### src/dnsqe_pkg.sv
// ----------------------------------------------------------------------------
// dnsqe_pkg
// Result codes, end status codes and result queue types for the DNS query
// name extractor.
// ----------------------------------------------------------------------------
package dnsqe_pkg;

  localparam logic [1:0] KIND_DETECT = 2'd0;
  localparam logic [1:0] KIND_CHAR   = 2'd1;
  localparam logic [1:0] KIND_END    = 2'd2;

  localparam logic [1:0] END_ZERO    = 2'd0;
  localparam logic [1:0] END_PAYLOAD = 2'd1;
  localparam logic [1:0] END_CAP     = 2'd2;
  localparam logic [1:0] END_TRUNC   = 2'd3;

  localparam int OQ_DEPTH = 8;
  localparam int OQ_AW    = 3;
  localparam int OQ_CW    = 4;
  localparam logic [OQ_CW-1:0] OQ_LIMIT = 4'd4;

  typedef struct packed {
    logic [1:0] kind;
    logic [7:0] name_char;
    logic [1:0] end_status;
    logic       run_last;
  } result_t;

  typedef struct packed {
    result_t     res;
    logic [31:0] dns_count;
    logic [31:0] source_addr;
    logic [31:0] dest_addr;
  } oq_entry_t;

endpackage

### src/dns_query_name_extractor_top.sv
// ----------------------------------------------------------------------------
// dns_query_name_extractor_top
// Parses IPv4/UDP headers byte by byte, detects DNS by port and walks the
// query name labels, emitting a detection, characters, dots and an end result.
// ----------------------------------------------------------------------------
//  channel | signals                          | transfer when
//  --------+----------------------------------+-------------------------
//  input   | in_valid in_stall pkt_*          | in_valid & !in_stall
//  output  | out_valid out_stall result_*...  | out_valid & !out_stall
//  config  | cfg_we cfg_wdata (dns_port)      | cfg_we
//
//  One byte is taken per cycle while in_stall is low; its first result passes
//  through the input register and the result queue before it is offered.
//  Each byte gives up to two results, one leaves per cycle while out_stall is
//  low, through an eight-entry result queue.
//  in_stall rises while the queue holds more than four entries.
//  Synchronous reset clears all parse state and sets dns_port to 53.
// ----------------------------------------------------------------------------
module dns_query_name_extractor_top
  import dnsqe_pkg::*;
#(
  parameter int NAME_BUFFER = 256
) (
  input  logic        clk,
  input  logic        rst,
  input  logic        cfg_we,
  input  logic [15:0] cfg_wdata,
  input  logic        in_valid,
  output logic        in_stall,
  input  logic [7:0]  pkt_byte,
  input  logic        pkt_last,
  output logic        out_valid,
  input  logic        out_stall,
  output logic [1:0]  result_kind,
  output logic [7:0]  name_char,
  output logic [1:0]  end_status,
  output logic [31:0] dns_count,
  output logic [31:0] source_addr,
  output logic [31:0] dest_addr,
  output logic        run_last
);

  localparam int NL_W = (NAME_BUFFER > 2) ? $clog2(NAME_BUFFER) : 1;
  localparam logic [NL_W-1:0] NAME_CAP = NL_W'(NAME_BUFFER - 1);

  localparam logic [2:0] PH_HEAD = 3'd0;
  localparam logic [2:0] PH_SKIP = 3'd2;
  localparam logic [2:0] PH_WALK = 3'd3;
  localparam logic [2:0] PH_DONE = 3'd4;

  logic [15:0]     dns_port;

  logic            s_valid;
  logic [7:0]      s_byte;
  logic            s_last;

  logic [15:0]     byte_offset, byte_offset_next;
  logic [3:0]      header_words, header_words_next;
  logic [31:0]     src_ip, src_ip_next;
  logic [31:0]     dst_ip, dst_ip_next;
  logic [15:0]     src_port_hold, src_port_hold_next;
  logic [15:0]     udp_length, udp_length_next;
  logic [31:0]     packet_counter, packet_counter_next;
  logic [2:0]      parse_phase, parse_phase_next;
  logic [7:0]      label_remaining, label_remaining_next;
  logic [NL_W-1:0] name_length, name_length_next;
  logic            port_hit, port_hit_next;

  logic [15:0]     hdr_len;
  logic [15:0]     name_span;
  logic [16:0]     label_reach;
  logic [16:0]     offset_inc;
  logic [15:0]     port_word;
  logic            port_match;
  logic            name_full;

  result_t         res_a, res_b;
  logic [1:0]      res_n;

  oq_entry_t       oq_mem [OQ_DEPTH];
  logic [OQ_AW-1:0] oq_wr, oq_rd;
  logic [OQ_CW-1:0] oq_count;
  logic            oq_pop;
  oq_entry_t       oq_head;

  function automatic result_t make_res(logic [1:0] kind, logic [7:0] ch, logic [1:0] st);
    result_t r;
    r.kind       = kind;
    r.name_char  = ch;
    r.end_status = st;
    r.run_last   = 1'b0;
    return r;
  endfunction

  assign in_stall    = oq_count > OQ_LIMIT;
  assign hdr_len     = {10'd0, header_words, 2'b00};
  assign name_span   = udp_length - 16'd20;
  assign label_reach = {1'b0, byte_offset} + {9'd0, s_byte};
  assign offset_inc  = {1'b0, byte_offset} + 17'd1;
  assign port_word   = {src_port_hold[7:0], s_byte};
  assign port_match  = port_word == dns_port;
  assign name_full   = name_length >= NAME_CAP;

  always_ff @(posedge clk) begin
    if (rst) begin
      dns_port <= 16'd53;
    end else if (cfg_we) begin
      dns_port <= cfg_wdata;
    end
  end

  always_ff @(posedge clk) begin
    if (rst) begin
      s_valid <= 1'b0;
    end else begin
      s_valid <= in_valid && !in_stall;
    end
    if (in_valid && !in_stall) begin
      s_byte <= pkt_byte;
      s_last <= pkt_last;
    end
  end

  always_comb begin
    byte_offset_next     = byte_offset;
    header_words_next    = header_words;
    src_ip_next          = src_ip;
    dst_ip_next          = dst_ip;
    src_port_hold_next   = src_port_hold;
    udp_length_next      = udp_length;
    packet_counter_next  = packet_counter;
    parse_phase_next     = parse_phase;
    label_remaining_next = label_remaining;
    name_length_next     = name_length;
    port_hit_next        = port_hit;
    res_a                = '0;
    res_b                = '0;
    res_n                = 2'd0;
    if (s_valid) begin
      unique case (parse_phase)
        PH_HEAD: begin
          if (byte_offset != 16'hFFFF) begin
            byte_offset_next = byte_offset + 16'd1;
          end
          priority if (byte_offset == 16'd0) begin
            header_words_next = s_byte[3:0];
            if (s_byte[3:0] < 4'd5) begin
              parse_phase_next = PH_DONE;
            end
          end else if (byte_offset == 16'd9) begin
            if (s_byte != 8'd17) begin
              parse_phase_next = PH_DONE;
            end
          end else if (byte_offset >= 16'd12 && byte_offset <= 16'd15) begin
            src_ip_next = {src_ip[23:0], s_byte};
          end else if (byte_offset >= 16'd16 && byte_offset <= 16'd19) begin
            dst_ip_next = {dst_ip[23:0], s_byte};
          end else if (byte_offset == hdr_len || byte_offset == hdr_len + 16'd2) begin
            src_port_hold_next = {8'd0, s_byte};
          end else if (byte_offset == hdr_len + 16'd1 || byte_offset == hdr_len + 16'd3) begin
            src_port_hold_next = port_word;
            port_hit_next      = port_hit || port_match;
            if (byte_offset == hdr_len + 16'd3 && !(port_hit || port_match)) begin
              parse_phase_next = PH_DONE;
            end
          end else if (byte_offset == hdr_len + 16'd4) begin
            udp_length_next = {s_byte, 8'd0};
          end else if (byte_offset == hdr_len + 16'd5) begin
            udp_length_next = {udp_length[15:8], udp_length[7:0] | s_byte};
          end else if (byte_offset == hdr_len + 16'd7) begin
            packet_counter_next = packet_counter + 32'd1;
            res_a               = make_res(KIND_DETECT, 8'd0, END_ZERO);
            res_n               = 2'd1;
            parse_phase_next    = (udp_length > 16'd20) ? PH_SKIP : PH_DONE;
            byte_offset_next    = 16'd0;
          end else begin
            // hold
          end
        end
        PH_SKIP: begin
          byte_offset_next = offset_inc[15:0];
          if (offset_inc >= 17'd12) begin
            parse_phase_next     = PH_WALK;
            byte_offset_next     = 16'd0;
            label_remaining_next = 8'd0;
            name_length_next     = '0;
          end
        end
        PH_WALK: begin
          if (label_remaining == 8'd0) begin
            priority if (s_byte == 8'd0) begin
              res_a            = make_res(KIND_END, 8'd0, END_ZERO);
              res_n            = 2'd1;
              parse_phase_next = PH_DONE;
            end else if (name_full) begin
              res_a            = make_res(KIND_END, 8'd0, END_CAP);
              res_n            = 2'd1;
              parse_phase_next = PH_DONE;
            end else if (label_reach >= {1'b0, name_span}) begin
              res_a            = make_res(KIND_END, 8'd0, END_PAYLOAD);
              res_n            = 2'd1;
              parse_phase_next = PH_DONE;
            end else begin
              if (name_length != '0) begin
                res_a            = make_res(KIND_CHAR, 8'd46, END_ZERO);
                res_n            = 2'd1;
                name_length_next = name_length + NL_W'(1);
              end
              label_remaining_next = s_byte;
              byte_offset_next     = offset_inc[15:0];
            end
          end else if (name_full) begin
            res_a            = make_res(KIND_END, 8'd0, END_CAP);
            res_n            = 2'd1;
            parse_phase_next = PH_DONE;
          end else begin
            res_a                = make_res(KIND_CHAR, s_byte, END_ZERO);
            res_n                = 2'd1;
            name_length_next     = name_length + NL_W'(1);
            label_remaining_next = label_remaining - 8'd1;
            byte_offset_next     = offset_inc[15:0];
            if (label_remaining == 8'd1 && offset_inc >= {1'b0, name_span}) begin
              res_b            = make_res(KIND_END, 8'd0, END_PAYLOAD);
              res_n            = 2'd2;
              parse_phase_next = PH_DONE;
            end
          end
        end
        default: begin
          // drop
        end
      endcase
      if (s_last) begin
        if (parse_phase_next == PH_SKIP || parse_phase_next == PH_WALK) begin
          if (res_n == 2'd0) begin
            res_a = make_res(KIND_END, 8'd0, END_TRUNC);
          end else begin
            res_b = make_res(KIND_END, 8'd0, END_TRUNC);
          end
          res_n = res_n + 2'd1;
        end
        parse_phase_next     = PH_HEAD;
        byte_offset_next     = 16'd0;
        port_hit_next        = 1'b0;
        label_remaining_next = 8'd0;
        name_length_next     = '0;
      end
      unique case (res_n)
        2'd1:    res_a.run_last = 1'b1;
        2'd2:    res_b.run_last = 1'b1;
        default: begin
        end
      endcase
    end
  end

  always_ff @(posedge clk) begin
    if (rst) begin
      byte_offset     <= 16'd0;
      header_words    <= 4'd0;
      src_ip          <= 32'd0;
      dst_ip          <= 32'd0;
      src_port_hold   <= 16'd0;
      udp_length      <= 16'd0;
      packet_counter  <= 32'd0;
      parse_phase     <= PH_HEAD;
      label_remaining <= 8'd0;
      name_length     <= '0;
      port_hit        <= 1'b0;
    end else begin
      byte_offset     <= byte_offset_next;
      header_words    <= header_words_next;
      src_ip          <= src_ip_next;
      dst_ip          <= dst_ip_next;
      src_port_hold   <= src_port_hold_next;
      udp_length      <= udp_length_next;
      packet_counter  <= packet_counter_next;
      parse_phase     <= parse_phase_next;
      label_remaining <= label_remaining_next;
      name_length     <= name_length_next;
      port_hit        <= port_hit_next;
    end
  end

  assign oq_pop  = out_valid && !out_stall;
  assign oq_head = oq_mem[oq_rd];

  always_ff @(posedge clk) begin
    if (res_n != 2'd0) begin
      oq_mem[oq_wr] <= '{res: res_a, dns_count: packet_counter_next,
                         source_addr: src_ip_next, dest_addr: dst_ip_next};
    end
    if (res_n == 2'd2) begin
      oq_mem[oq_wr + OQ_AW'(1)] <= '{res: res_b, dns_count: packet_counter_next,
                                     source_addr: src_ip_next, dest_addr: dst_ip_next};
    end
  end

  always_ff @(posedge clk) begin
    if (rst) begin
      oq_wr    <= '0;
      oq_rd    <= '0;
      oq_count <= '0;
    end else begin
      oq_wr    <= oq_wr + OQ_AW'(res_n);
      oq_rd    <= oq_rd + OQ_AW'(oq_pop);
      oq_count <= oq_count + OQ_CW'(res_n) - OQ_CW'(oq_pop);
    end
  end

  assign out_valid   = oq_count != '0;
  assign result_kind = oq_head.res.kind;
  assign name_char   = oq_head.res.name_char;
  assign end_status  = oq_head.res.end_status;
  assign run_last    = oq_head.res.run_last;
  assign dns_count   = oq_head.dns_count;
  assign source_addr = oq_head.source_addr;
  assign dest_addr   = oq_head.dest_addr;

endmodule

### config.mk
export PLATFORM = sky130hd
export DESIGN_NAME = dns_query_name_extractor_top
export DESIGN_NICKNAME = d
export VERILOG_FILES = /design/src/dnsqe_pkg.sv /design/src/dns_query_name_extractor_top.sv
export SDC_FILE = /design/constraint.sdc
export NUM_CORES = 2
export LEC_CHECK = 0
export BUFFER_PORTS_ARGS = -buffer_cell sky130_fd_sc_hd__buf_2
export CAP_MARGIN = 0
export CORE_AREA = 2 2 281 283
export CTS_CLUSTER_DIAMETER = 30
export CTS_CLUSTER_SIZE = 12
export DETAILED_ROUTE_END_ITERATION = 7
export DIE_AREA = 0 0 283 285
export PLACE_DENSITY = 0.75
export SETUP_SLACK_MARGIN = 0.05
export SKIP_LAST_GASP = 1
export SYNTH_ARGS = -nofsm -noshare
export SYNTH_HDL_FRONTEND = slang
export SYNTH_SLANG_ARGS = --single-unit
### constraint.sdc
create_clock -name clk -period 7.85 [get_ports clk]
set_input_delay 1.9625 -clock clk [delete_from_list [all_inputs] [get_ports clk]]
set_output_delay 1.9625 -clock clk [all_outputs]
set_load 0.02 [all_outputs]
==> flow_summary.ini <==
[outcome]
run_status = finished clean

[worst_setup_path]
worstPathArrival_ns = 7.80
critPathKind = reg -> reg
timing.critical_path.to_type = flip-flop
cp_max_fo = 57
worst-endpoint-required_ns = 8.28
timing.critical_path.from_type = flip-flop

[placement]
detailedPlacementHpwl_um = 68600
dp_slack_ns = 0.676
place.gp.congestion = 0.913
io_buffers = 140
placedInstanceArea_um2 = 49700

[global_routing]
groute.usage.overall_pct = 31.2
grt_remaining_overflow = 0
grt_pass1_wl_um = 192000
number_of_antenna_violations_at_the_first_check_in_global_routing = 0
via_count_of_the_first_global_routing_pass = 32556
grt_start_max_net_pins = 112

[routing]
routed_via_count = 31429
postRouteWirelength_um = 124000
detail_route.vias_per_cell = 6.25
remaining_drc_errors = 0
drtPass1Iterations = 6
detail_route.iter0.violations = 3648
detail-route-antenna-nets = 0
routedWlPerCell_um = 24.7

[yosys]
synth-main-ff-cell = edfxtp_1
number_of_synthesized_flops_with_an_enable_pin = 809
syn-mean-instance-area_um2 = 13.0
netlist.top_cell.by_area = edfxtp_1
synth-warning-count = 0
netlist_area_um2 = 47900
postSynthRegisterBits = 1068
proportion_of_netlist_area_held_by_the_largest_area_contributor_pct = 50.7
post_synth_main_area_contributors = edfxtp_1 51%, dfxtp_1 11%, mux4_2 10%
synth-async-reset-ratio_pct = 0
synthesis.instances = 3675
ys_seq_area_share_pct = 61.5
syn-num-nets = 3772
yosysMostFrequentCell = nor2_1
synth_commonest_cells = 995 x nor2_1, 809 x edfxtp_1, 259 x dfxtp_1, 218 x mux4_2, 150 x mux2i_1
synth_cell_types = 90

[pwr]
power_frac_comb_pct = 17.9
clock_power_share_pct = 46.2
power.share.sequential_pct = 36.0
sw_frac_of_total_pct = 26.2
total_leakage_power_nw = 18.6
vdd_drop_max_mv = 0.239
power.net_switching_mw = 4.46
pwr_density_cell_nw_per_um2 = 306
internal-power_mw = 12.6
power_mw = 17.0

[die]
floorplan.initialDensity_pct = 61.4
dieArea_um2 = 80700
die-height_um = 285
dieWidth_um = 283
core_area_um2 = 78000
io-pin-count = 141
floorplan.rows = 103

[cts]
clk_buf_depth = 3
numCtsBuffers = 177
cts.sink_count = 1068
clock_tree_from_tritoncts = yes
root_buffer = clkbuf_16
post_cts_hold_buffer_count = 0
clk-insertion-delay-late_ns = 0.74
worst_setup_hold_path_clk_slew_ns = 0.05
post_cts_setup_buffers = 0
cts-resized-gates = 0
cts-htree-levels = 4

[finish]
total_number_of_nets_in_the_final_design = 3920
fillers = 4953
final_layout_size_suffix_gt1_share_pct = 21.9
syn_to_final_growth_pct = 16.4
final-seq-area_um2 = 29500
antenna-diode-count = 0
area_of_combinational_cells_with_multiple_inputs_um2 = 17200
fin_area_um2 = 55800

[sta]
max_slew.worst_pin.slew_ns = 1.21
finalWorstPathRequiredPeriod_ns = 7.37
finalWorstSetupSlack_ns = 0.476
slew-limit-headroom_pct = 18.4
finalMaxSlewViolations = 0
timing.final.crit_share_pct = 93.9
fin_skew_ns = 0.0278
grt_setup_unrepaired = false
timing.final.setup_violations = 0
achievable-frequency_ghz = 0.136
finalSetupTns_ns = 0
hold_viol_final = 0

[run]
cap_violations = 0

[min_path]
worst_min_delay_path_category = reg -> reg
[power by group through the flow]
stage / Combinational, mW / Sequential (mW) / Clock, mW
after global placement: 3.04 / 6.24 / 0
final: 3.04 / 6.13 / 7.87
after global routing: 3.23 / 6.13 / 8.16
after floorplan: 2.22 / 6.17 / 0
after detailed placement: 3.06 / 6.24 / 0
after CTS: 3.09 / 6.13 / 7.91
[final timing paths]
| check | start | end | slack, ns | cells past startpoint |
|---|---|---|---|---|
| setup / recovery | byte_offset[0] | oq_mem[4][50] | 0.48 | 25 |
| hold / removal | oq_mem[1][104] | oq_mem[1][104] | 0.46 | 2 |
| hold reg to reg | oq_mem[1][104] | oq_mem[1][104] | 0.46 | 2 |
| setup reg to reg | byte_offset[0] | oq_mem[4][50] | 0.48 | 25 |
[cells by family (layout without fill, tap and decap cells)]
kind of cell / Yosys count / count (layout) / synth area share, %
mux: 481 / 481 / 16.0
xor+xnor: 98 / 98 / 1.81
simple gates: 1403 / 1403 / 12.3
fa+ha+maj: 67 / 67 / 1.80
flops: 1068 / 1068 / 61.5
buf+inv: 290 / 591 / 2.61
compound gates: 268 / 268 / 3.86
[worst max-delay path, stage by stage (launching register included)]
cell	delay [ns]
dfxtp_1	0.53
ha_1	0.25
a21o_1	0.13
a21oi_1	0.10
o21bai_1	0.14
a21oi_1	0.12
o21bai_1	0.16
a21oi_1	0.11
o21ai_0	0.61
nand3_1	0.18
xnor2_1	0.16
ha_1	0.33
and4_1	0.19
a31oi_1	0.22
o311a_1	0.22
nand4_1	0.16
a31o_2	0.34
inv_2	0.15
ha_1	0.26
nand2_1	0.17
o21a_1	0.42
o22ai_4	0.25
a21boi_4	0.32
buf_4	0.51
buf_4	0.77
nor2_1	0.17
[per-stage QoR]
| step | hold WS [ns] | cells | util [%] |
|---|---|---|---|
| 2_1_floorplan | 0.433 | 3675 | - |
| 3_3_place_gp | 0.443 | 4694 | 63.7 |
| 3_5_place_dp | 0.454 | 4694 | 63.7 |
| 4_1_cts | 0.460 | 5026 | 71.5 |
| 5_1_grt | 0.479 | 5026 | 71.5 |
| 6_report | 0.457 | 5026 | 71.5 |
[sequential cells by signal, summed over array words and instances, names as in the netlist, 16 cells and up]
name and cells:
byte_offset 16, dst_ip 32, dns_port 16, oq_mem 872
udp_length 16, src_ip 32, packet_counter 32
[area by class of cell]
class,instances,area share (%)
Sequential cell,1068,52.9
Multi-Input combinational cell,2317,30.9
Clock buffer,227,8.59
Timing Repair Buffer,199,2.47
Clock inverter,105,2.36
Tap cell,1050,2.36
Inverter,60,0.476
[layer usage]
layer	wire [µm]	track usage (%)
met1	47600	41.5
met4	3860	11.5
met2	62000	51.8
met3	10900	5.53
met5	0	0
[cells in the final DEF (no fill, tap or decap), drive strengths merged, types with 13 or more instances in the layout]
cell type / Yosys / layout
nor2: 996 / 996
edfxtp: 809 / 809
dfxtp: 259 / 259
clkbuf: 141 / 227
mux4: 218 / 218
buf: 89 / 199
mux2i: 150 / 150
nand2: 142 / 142
mux2: 113 / 113
inv: 60 / 77
a21oi: 67 / 67
o21ai: 66 / 66
ha: 64 / 64
nand3: 58 / 58
clkinv: 0 / 52
xor2: 50 / 50
xnor2: 48 / 48
nor3: 40 / 40
o22ai: 28 / 28
bufinv: 0 / 25
nand4: 25 / 25
nor2b: 21 / 21
nor4: 18 / 18
and3: 16 / 16
or3: 16 / 16
and2: 14 / 14
nand2b: 13 / 13
Note: power is estimated with default switching activity, not from simulation.
